<file path="config.mk">
export PLATFORM = sky130hd
export DESIGN_NAME = scb_ctrl
export DESIGN_NICKNAME = d
export VERILOG_FILES = /design/src/rtl/core/scb_pkg.sv /design/src/rtl/core/scb_ctrl.sv
export SDC_FILE = /design/constraint.sdc
export NUM_CORES = 1
export LEC_CHECK = 0
export BUFFER_PORTS_ARGS = -buffer_cell sky130_fd_sc_hd__buf_4
export CORE_AREA = 5 5 42 44
export CTS_CLUSTER_DIAMETER = 50
export DETAILED_ROUTE_END_ITERATION = 12
export DIE_AREA = 0 0 47 49
export HOLD_SLACK_MARGIN = 0.06
export PLACE_DENSITY = 0.42
export SLEW_MARGIN = 0
export SYNTH_ARGS = -nofsm -noshare
export SYNTH_HDL_FRONTEND = slang
export SYNTH_SLANG_ARGS = --single-unit
</file>
<file path="constraint.sdc">
create_clock -name i_clk -period 3 [get_ports i_clk]
set_input_delay 0.45 -clock i_clk [delete_from_list [all_inputs] [get_ports i_clk]]
set_output_delay 0.45 -clock i_clk [all_outputs]
set_load 0.05 [all_outputs]
</file>
<file path="src/rtl/core/scb_pkg.sv">
package scb_pkg;

    localparam int MAX_GLYPHS     = 256;
    localparam int MAX_GLYPH_ROWS = 16;
    localparam int PIX_PER_BURST  = 8;
    localparam int FONT_DEPTH     = MAX_GLYPHS * MAX_GLYPH_ROWS;
    localparam int FONT_AW        = $clog2(FONT_DEPTH);
    localparam int PAL_DEPTH      = 16;
    localparam int PAL_AW         = $clog2(PAL_DEPTH);

    localparam logic [1:0] MODE_FONT = 2'd0;
    localparam logic [1:0] MODE_PAL  = 2'd1;
    localparam logic [1:0] MODE_DRAW = 2'd2;

    localparam logic [2:0] REG_SCREEN_W = 3'd0;
    localparam logic [2:0] REG_SCREEN_H = 3'd1;
    localparam logic [2:0] REG_GLYPH_W  = 3'd2;
    localparam logic [2:0] REG_GLYPH_H  = 3'd3;
    localparam logic [2:0] REG_GLYPH_N  = 3'd4;
    localparam logic [2:0] REG_PLANAR   = 3'd5;

    typedef struct packed {
        logic [10:0] screen_width;
        logic [10:0] screen_height;
        logic [3:0]  glyph_width;
        logic [4:0]  glyph_height;
        logic [8:0]  glyph_count;
        logic        planar16_mode;
    } t_cfg;

    typedef struct packed {
        logic load_font;
        logic load_pal;
        logic latch;
        logic prep;
        logic fetch;
        logic emit;
    } t_cmd;

    typedef struct packed {
        logic draw_ok;
        logic out_free;
        logic draw_done;
    } t_stat;

endpackage

</file>
<file path="src/rtl/core/scb_ctrl.sv">
module scb_ctrl import scb_pkg::*; (
    input  logic       i_clk,
    input  logic       i_rst_n,
    input  logic       i_valid,
    input  logic [1:0] i_mode,
    output logic       o_ready,
    input  t_stat      i_stat,
    output t_cmd       o_cmd
);

    typedef enum logic [1:0] {
        ST_IDLE,
        ST_PREP,
        ST_FETCH,
        ST_RUN
    } t_state;

    t_state r_state;
    t_state n_state;
    logic   w_accept;

    assign o_ready  = (r_state == ST_IDLE);
    assign w_accept = i_valid && o_ready;

    always_comb begin
        o_cmd.load_font = w_accept && (i_mode == MODE_FONT);
        o_cmd.load_pal  = w_accept && (i_mode == MODE_PAL);
        o_cmd.latch     = w_accept && (i_mode == MODE_DRAW);
        o_cmd.prep      = (r_state == ST_PREP);
        o_cmd.fetch     = (r_state == ST_FETCH);
        o_cmd.emit      = (r_state == ST_RUN) && i_stat.out_free;
    end

    always_comb begin
        n_state = r_state;
        case (r_state)
            ST_IDLE: begin
                if (o_cmd.latch && i_stat.draw_ok) begin
                    n_state = ST_PREP;
                end
            end
            ST_PREP:  n_state = ST_FETCH;
            ST_FETCH: n_state = ST_RUN;
            ST_RUN: begin
                if (o_cmd.emit && i_stat.draw_done) begin
                    n_state = ST_IDLE;
                end
            end
            default: n_state = ST_IDLE;
        endcase
    end

    always_ff @(posedge i_clk) begin
        if (!i_rst_n) begin
            r_state <= ST_IDLE;
        end else begin
            r_state <= n_state;
        end
    end

    a_final_to_idle: assert property (@(posedge i_clk) disable iff (!i_rst_n)
        (o_cmd.emit && i_stat.draw_done) |=> (r_state == ST_IDLE))
        else $error("sequencer did not return to idle after final burst");

    a_prep_to_fetch: assert property (@(posedge i_clk) disable iff (!i_rst_n)
        (r_state == ST_PREP) |=> (r_state == ST_FETCH) && !o_ready)
        else $error("setup did not proceed to font fetch");

    a_busy_not_ready: assert property (@(posedge i_clk) disable iff (!i_rst_n)
        (r_state != ST_IDLE) |-> !o_ready)
        else $error("input ready while a draw is in progress");

endmodule

</file>
# Word level (Yosys, flattened, before mapping)
# Cells that the tools add are included.
# totals
ff_bits	2
latchBits	0
ram_bits	0
rom_bits	0
in_bits	8
output_inout_bits	7
memories	0
# classes
addsub	0
mul	0
n_div	0
order_cmp	0
eq_ne	7
shift	0
mux	3
bitwise	0
reduce_logical	10
# op_table
cell	n
$pmux W2 S4	1
$logic_and A1 B1 Y1	7
$eq A2 B2 Y1 const B	3
$eq A2 B1 Y1 const B	2
$logic_not A2 Y1	2
$mux W2	2
$ne A2 B1 Y1 const B	2
$reduce_and A2 Y1	1

# Logic depth before layout (Yosys ltp)
# Gate-level depths: netlist of the first run.
# logic_depth
depth_word	6
ltp_mapped	4
mapped_depth_nobuf	4

# Worst setup path before layout of the first run
# Ideal clock, no wire load.
# synth_path
path_kind	register to output
start	register r_state[0]
end	output o_cmd[3] (netlist bit)
arrival_ns	2.264
required_ns	2.550
slack_ns	0.286
path_stages_with_launch	5
path_cell_list	dfxtp_1 inv_1 ha_1 nand2_1 nor3b_1
# synth_lines
element	line_no	text
start, declared	scb_ctrl.sv:18	t_state r_state;
start signal, assigned	scb_ctrl.sv:57	r_state <= n_state;
end, declared	scb_ctrl.sv:8	output t_cmd o_cmd

==> results_dict.tcl, run 1 <==
set metrics [dict create \
    grt_max_degree 5 \
    r2r_cells 4 \
    hold_viol 0 \
    fin_skew_ns 0.00165 \
    p_clk_frac 0.197 \
    cts_buffers 3 \
    antennaDiodeCount 0 \
    yosysWarnings 0 \
    antenna_found_initial 0 \
    fillCellCount 166 \
    rrSetupSlack_ns 1.81 \
    start_util 0.129 \
    seq_area_frac_synth 0.221 \
    critPathSlowestCell "dfxtp_1" \
    ios 15 \
    largest-register "r_state" \
    die_h_um 49 \
    layout_common_cells "buf_4, ha_1, nand2_1, clkbuf_4" \
    htreeDepth 1 \
    drt-initial-drc-count 5 \
    p_switching_uw 153 \
    crit_chain "inv_1, ha_1, nand2_1, nor3b_1, buf_4" \
    slowest_delay_ns 0.31 \
    die_w_um 47 \
    grt_pass1_vias 211 \
    cts_setup_buffers 0 \
    max-cap-violations 0 \
    worst_skew_pair.late_latency_ns 0.22 \
    gp_congestion 0.669 \
    cts.sinks 2 \
    p_leak_uw 0.000164 \
    yosysTopAreaCellShare 0.276 \
    placed_area_um2 307 \
    rsz0062_at_grt "false" \
    vias 200 \
    critPathKind "flip-flop to primary output" \
    intPower_uw 146 \
    root_buffer "clkbuf_4" \
    final_common_cell "buf_4" \
    drv_slew 0 \
    wl_um 482 \
    top_regs "r_state: 2 flops" \
    max_freq_mhz 542 \
    fin_crit_sh 0.614 \
    synth_largest_area_cell "ha_1" \
    syn_area_um2 181 \
    dr.pass1.iters 4 \
    fin_crit_ns 1.84 \
    drive_gt1_frac 0.447 \
    syn_to_final_growth_pct 81.4 \
    cts_resized 0 \
    grtUsageTotal 0.0534 \
    yosys-top-cells-area "ha_1, dfxtp_1, nor3b_1, nand2_1, mux2i_1" \
    worstPathMaxFanout 4 \
    core_area_mm2 0.00140 \
    dpl.hpwl_um 404 \
    io_buffers 14 \
    setup_violations 0 \
    p_per_area_mw_per_mm2 907 \
    drc 0 \
    max_slew_margin 0.825 \
    synth_nets 33 \
    clock_path_buffers 2 \
    hold_path_depth 3 \
    clk_pin_slew_ns 0.03 \
    worstHoldPathType "input pin to flip-flop" \
    ys_ff_latch 2 \
    tightestPinTransition_ns 0.260 \
    ant_nets 0 \
    grt_pass1_wl_um 890 \
    wl_per_cell_um 8.93 \
    die-area_mm2 0.00230 \
    avgViaCountPerCell 3.70 \
    synth_cells 21 \
    crit_path_end_kind "primary output" \
    grt_overflow 0 \
    largest_reg_flops 2 \
    stdcell_area_um2 329 \
    netSwitchingFraction 0.512 \
    crit_required_ns 2.55 \
    nets 52 \
    std_cell_rows 14 \
    setup_tns_ns 0 \
    ys_types 13 \
    worstPathArrival_ns 1.39 \
    cts_hold_buf 0 \
    synth.avg_cell_area_um2 8.64 \
    status "finished clean" \
    seqPwrFrac 0.149 \
    p_comb_frac 0.654 \
    worst_ir_drop_vdd_uv 380 \
    cp-start-kind "flip-flop" \
    cts_tree "done" \
]
-- power groups by stage --
stage	combinational [uW]	sequential (uW)	clock, uW
4_1_cts	198	44.6	62.3
3_3_place_gp	199	45.9	0
6_report	195	44.5	58.7
3_5_place_dp	196	45.2	0
5_1_grt	215	45.3	67.1
2_1_floorplan	150	43.5	0
-- layout make-up --
type | instances | area [um^2] | area share
Timing Repair Buffer | 14 | 105 | 0.319
Multi-Input combinational cell | 17 | 134 | 0.407
Tap cell | 16 | 20.0 | 0.0608
Inverter | 2 | 7.51 | 0.0228
Sequential cell | 2 | 40.0 | 0.122
Clock buffer | 3 | 22.5 | 0.0684
-- cells by family (layout without fill, tap and decap cells) --
family,Yosys count,count (layout),synth area share
AO/OA/AOI/OAI,4,4,0.152
adder cells (fa/ha/maj),4,4,0.276
buffers and inverters,2,19,0.0414
flip-flops,2,2,0.221
multiplexers,1,1,0.0552
AND/OR/NAND/NOR,8,8,0.255
-- critical path, delay by kind of cell, from the launching register on --
family / cells / cell delay (ns)
flip-flops: 1 / 0.31
adder cells (fa/ha/maj): 1 / 0.22
AND/OR/NAND/NOR: 2 / 0.32
buffers and inverters: 2 / 0.32
-- synth_stat cells --
master,number
a21boi_0,1
nor3b_1,2
mux2i_1,1
a21o_1,1
nor3_1,1
a21oi_1,1
o31ai_1,1
nand4b_1,1
and2_1,1
ha_1,4
dfxtp_1,2
inv_1,2
nand2_1,3
-- per-stage QoR --
step            util  setup WS (ns)  instances  power [uW]  hold WS [ns]
2_1_floorplan      -          0.286         21         193         0.471
3_3_place_gp   0.219           1.39         51         244         0.504
3_5_place_dp   0.219           1.38         51         242         0.499
4_1_cts        0.235           1.13         54         305         0.490
5_1_grt        0.235          0.991         54         327         0.513
6_report       0.235           1.16         54         299         0.496
-- per-layer routing --
| layer | vias up | global-route usage | wire length, um |
|---|---|---|---|
| met4 | 0 | 0.0276 | 0 |
| met2 | 12 | 0.0679 | 182 |
| met3 | 0 | 0.0406 | 82 |
| li1 | 108 | - | - |
| met5 | - | 0 | 0 |
| met1 | 80 | 0.0633 | 217 |
-- worst paths after layout --
path | from | endpoint
setup reg to reg | r_state[1] | r_state[1]
setup / recovery | r_state[0] | o_cmd[3]
hold reg to reg | r_state[1] | r_state[1]
hold / removal | i_rst_n | r_state[0]
No activity file was read; power rests on OpenSTA's default activity.
==> run 2: changes to the inputs <==
--- a/config.mk
+++ b/config.mk
@@ -5,13 +5,14 @@
 export SDC_FILE = /design/constraint.sdc
 export NUM_CORES = 1
 export LEC_CHECK = 0
+export ABC_AREA = 1
 export BUFFER_PORTS_ARGS = -buffer_cell sky130_fd_sc_hd__buf_4
 export CORE_AREA = 5 5 42 44
 export CTS_CLUSTER_DIAMETER = 50
 export DETAILED_ROUTE_END_ITERATION = 12
 export DIE_AREA = 0 0 47 49
 export HOLD_SLACK_MARGIN = 0.06
-export PLACE_DENSITY = 0.42
+export PLACE_DENSITY = 0.45
 export SLEW_MARGIN = 0
 export SYNTH_ARGS = -nofsm -noshare
 export SYNTH_HDL_FRONTEND = slang
==> constraint.sdc (replaced) <==
create_clock -name i_clk -period 1.75 [get_ports i_clk]
set_input_delay 0.2625 -clock i_clk [delete_from_list [all_inputs] [get_ports i_clk]]
set_output_delay 0.2625 -clock i_clk [all_outputs]
set_load 0.05 [all_outputs]
==> run 2 against run 1 <==
  * Clock power grew 70%
  * Sequential power is 100% higher
  * Hold slack got worse by 0.22 ns
  * Routed wire length rose by 15%
==> results_dict.tcl, run 2 <==
set metrics [dict create \
    rsz0062_at_grt "false" \
    cts_tree "done" \
    ys.flop_type "dfxtp_1" \
    synthTopCellsByCount "nand2_1, inv_1, ha_1" \
    worst_ir_drop_vdd_uv 650 \
    max_freq_mhz 605 \
    syn_to_final_growth_pct 84.6 \
    p_per_area_mw_per_mm2 1820 \
    yosysWarnings 0 \
    clk_pin_slew_ns 0.03 \
    cts_buffers 3 \
    drt-initial-drc-count 4 \
    synth_cells 35 \
    top_regs "r_state: 2 flops" \
    status "finished clean" \
    drv_slew 0 \
    p_leak_uw 0.000241 \
    final_util 0.300 \
    ios 15 \
    fin_crit_sh 0.945 \
    fin_crit_ns 1.65 \
    crit_path_end_kind "primary output" \
    worstPathArrival_ns 1.39 \
    hold_viol 0 \
    tightestPinTransition_ns 0.192 \
    cp-start-kind "flip-flop" \
    avgViaCountPerCell 3.69 \
    grt_pass1_wl_um 883 \
    grtUsageTotal 0.0542 \
    grt_overflow 0 \
    antennaDiodeCount 0 \
    grt_max_degree 5 \
    crit_required_ns 1.49 \
    die_h_um 49 \
    synth.most_common_cell "nand2_1" \
    vias 251 \
    synth_edf_count 0 \
    dr.pass1.iters 2 \
    max-cap-violations 0 \
    cts_hold_buf 0 \
    drive_gt1_frac 0.462 \
    root_buffer "clkbuf_4" \
    wl_per_cell_um 8.12 \
    yosys-top-cells-area "ha_1, nand2_1, dfxtp_1, inv_1, bufinv_8" \
    drc 0 \
    worst_skew_pair.late_latency_ns 0.22 \
    seq_area_frac_synth 0.176 \
    critPathKind "flip-flop to primary output" \
    synth_largest_area_cell "ha_1" \
    htreeDepth 1 \
    largest-register "r_state" \
    start_util 0.162 \
    dpl.hpwl_um 493 \
    nets 66 \
    dp_cells 65 \
    clock_path_buffers 2 \
    largest_reg_flops 2 \
    fillCellCount 162 \
    yosysTopAreaCellShare 0.220 \
    worstHoldPathType "input pin to flip-flop" \
    async_flop_share 0 \
    setup_tns_ns 0 \
    max_slew_margin 0.872 \
    synth.avg_cell_area_um2 6.51 \
    grt_pass1_vias 227 \
    ant_nets 0 \
    layout_common_cells "buf_4, nand2_1, inv_1, ha_1, clkbuf_4" \
    syn_area_um2 228 \
    fin_skew_ns 0.00119 \
    wl_um 552 \
    gp_congestion 0.680 \
    synth_nets 47 \
    final_common_cell "buf_4" \
    antenna_found_initial 0 \
    die_w_um 47 \
    worstPathMaxFanout 4 \
    std_cell_rows 14 \
    fin_hold_ws_ns 0.276 \
    ys_ff_latch 2 \
    io_buffers 14 \
    cts_setup_buffers 0 \
    cts.sinks 2 \
    finalNonFillerCells 68 \
    die-area_mm2 0.00230 \
    setup_violations 0 \
    cts_resized 0 \
    finalPower_uw 765 \
    ys_types 11 \
    core_area_mm2 0.00140 \
]
run 2: layout make-up:
type,count,area [um^2],share of cell area
multi-input cells,24,185,0.440
well taps,16,20.0,0.0476
repair buffers,14,105,0.250
clock buffers,3,22.5,0.0536
flip-flops and latches,2,40.0,0.0952
inverters,9,47.5,0.113
run 2: layer usage:
| layer | global-route usage | vias up | wire length [um] |
|---|---|---|---|
| met1 | 0.0637 | 103 | 205 |
| met3 | 0.0148 | 0 | 74 |
| met4 | 0.0553 | 0 | 0 |
| li1 | - | 138 | - |
| met2 | 0.0724 | 10 | 273 |
| met5 | 0 | - | 0 |
run 2: through the flow:
| step | worst slack (ns) | area [um^2] |
|---|---|---|
| after detailed placement | 0.312 | 398 |
| after CTS | 0.0699 | 420 |
| final | 0.0961 | 420 |
| after floorplan | 0.110 | 273 |
| after global placement | 0.320 | 398 |
| after global routing | 0.00197 | 420 |
run 2: logic make-up (layout without fill, tap and decap cells):
| logic type | Yosys count | after routing | share of synthesized area |
|---|---|---|---|
| buffers and inverters | 9 | 26 | 0.209 |
| flip-flops | 2 | 2 | 0.176 |
| adder cells (fa/ha/maj) | 4 | 4 | 0.220 |
| AND/OR/NAND/NOR | 18 | 18 | 0.352 |
| AO/OA/AOI/OAI | 2 | 2 | 0.0439 |
run 2: path summary, 6_finish.rpt:
check	to	slack (ns)	startpoint	cells past startpoint
max	o_cmd[3]	0.1	r_state[0]	5
min	r_state[1]	0.28	i_rst_n	3
max reg2reg	r_state[1]	0.38	r_state[0]	8
min reg2reg	r_state[1]	0.55	r_state[1]	2
run 2: worst max-delay path, cell delays in order (launching register included):
cell	delay (ns)
dfxtp_1	0.31
bufinv_8	0.19
ha_4	0.14
nand2_2	0.12
nor3_4	0.19
buf_4	0.21
run 2: power breakdown:
group	leakage (uW)	internal, uW	switching [uW]	total [uW]
clock	0.0000138	75.5	24.2	99.7
sequential	0.0000165	68.9	20.3	89.3
combinational	0.000211	217	359	576
total	0.000241	361	404	765
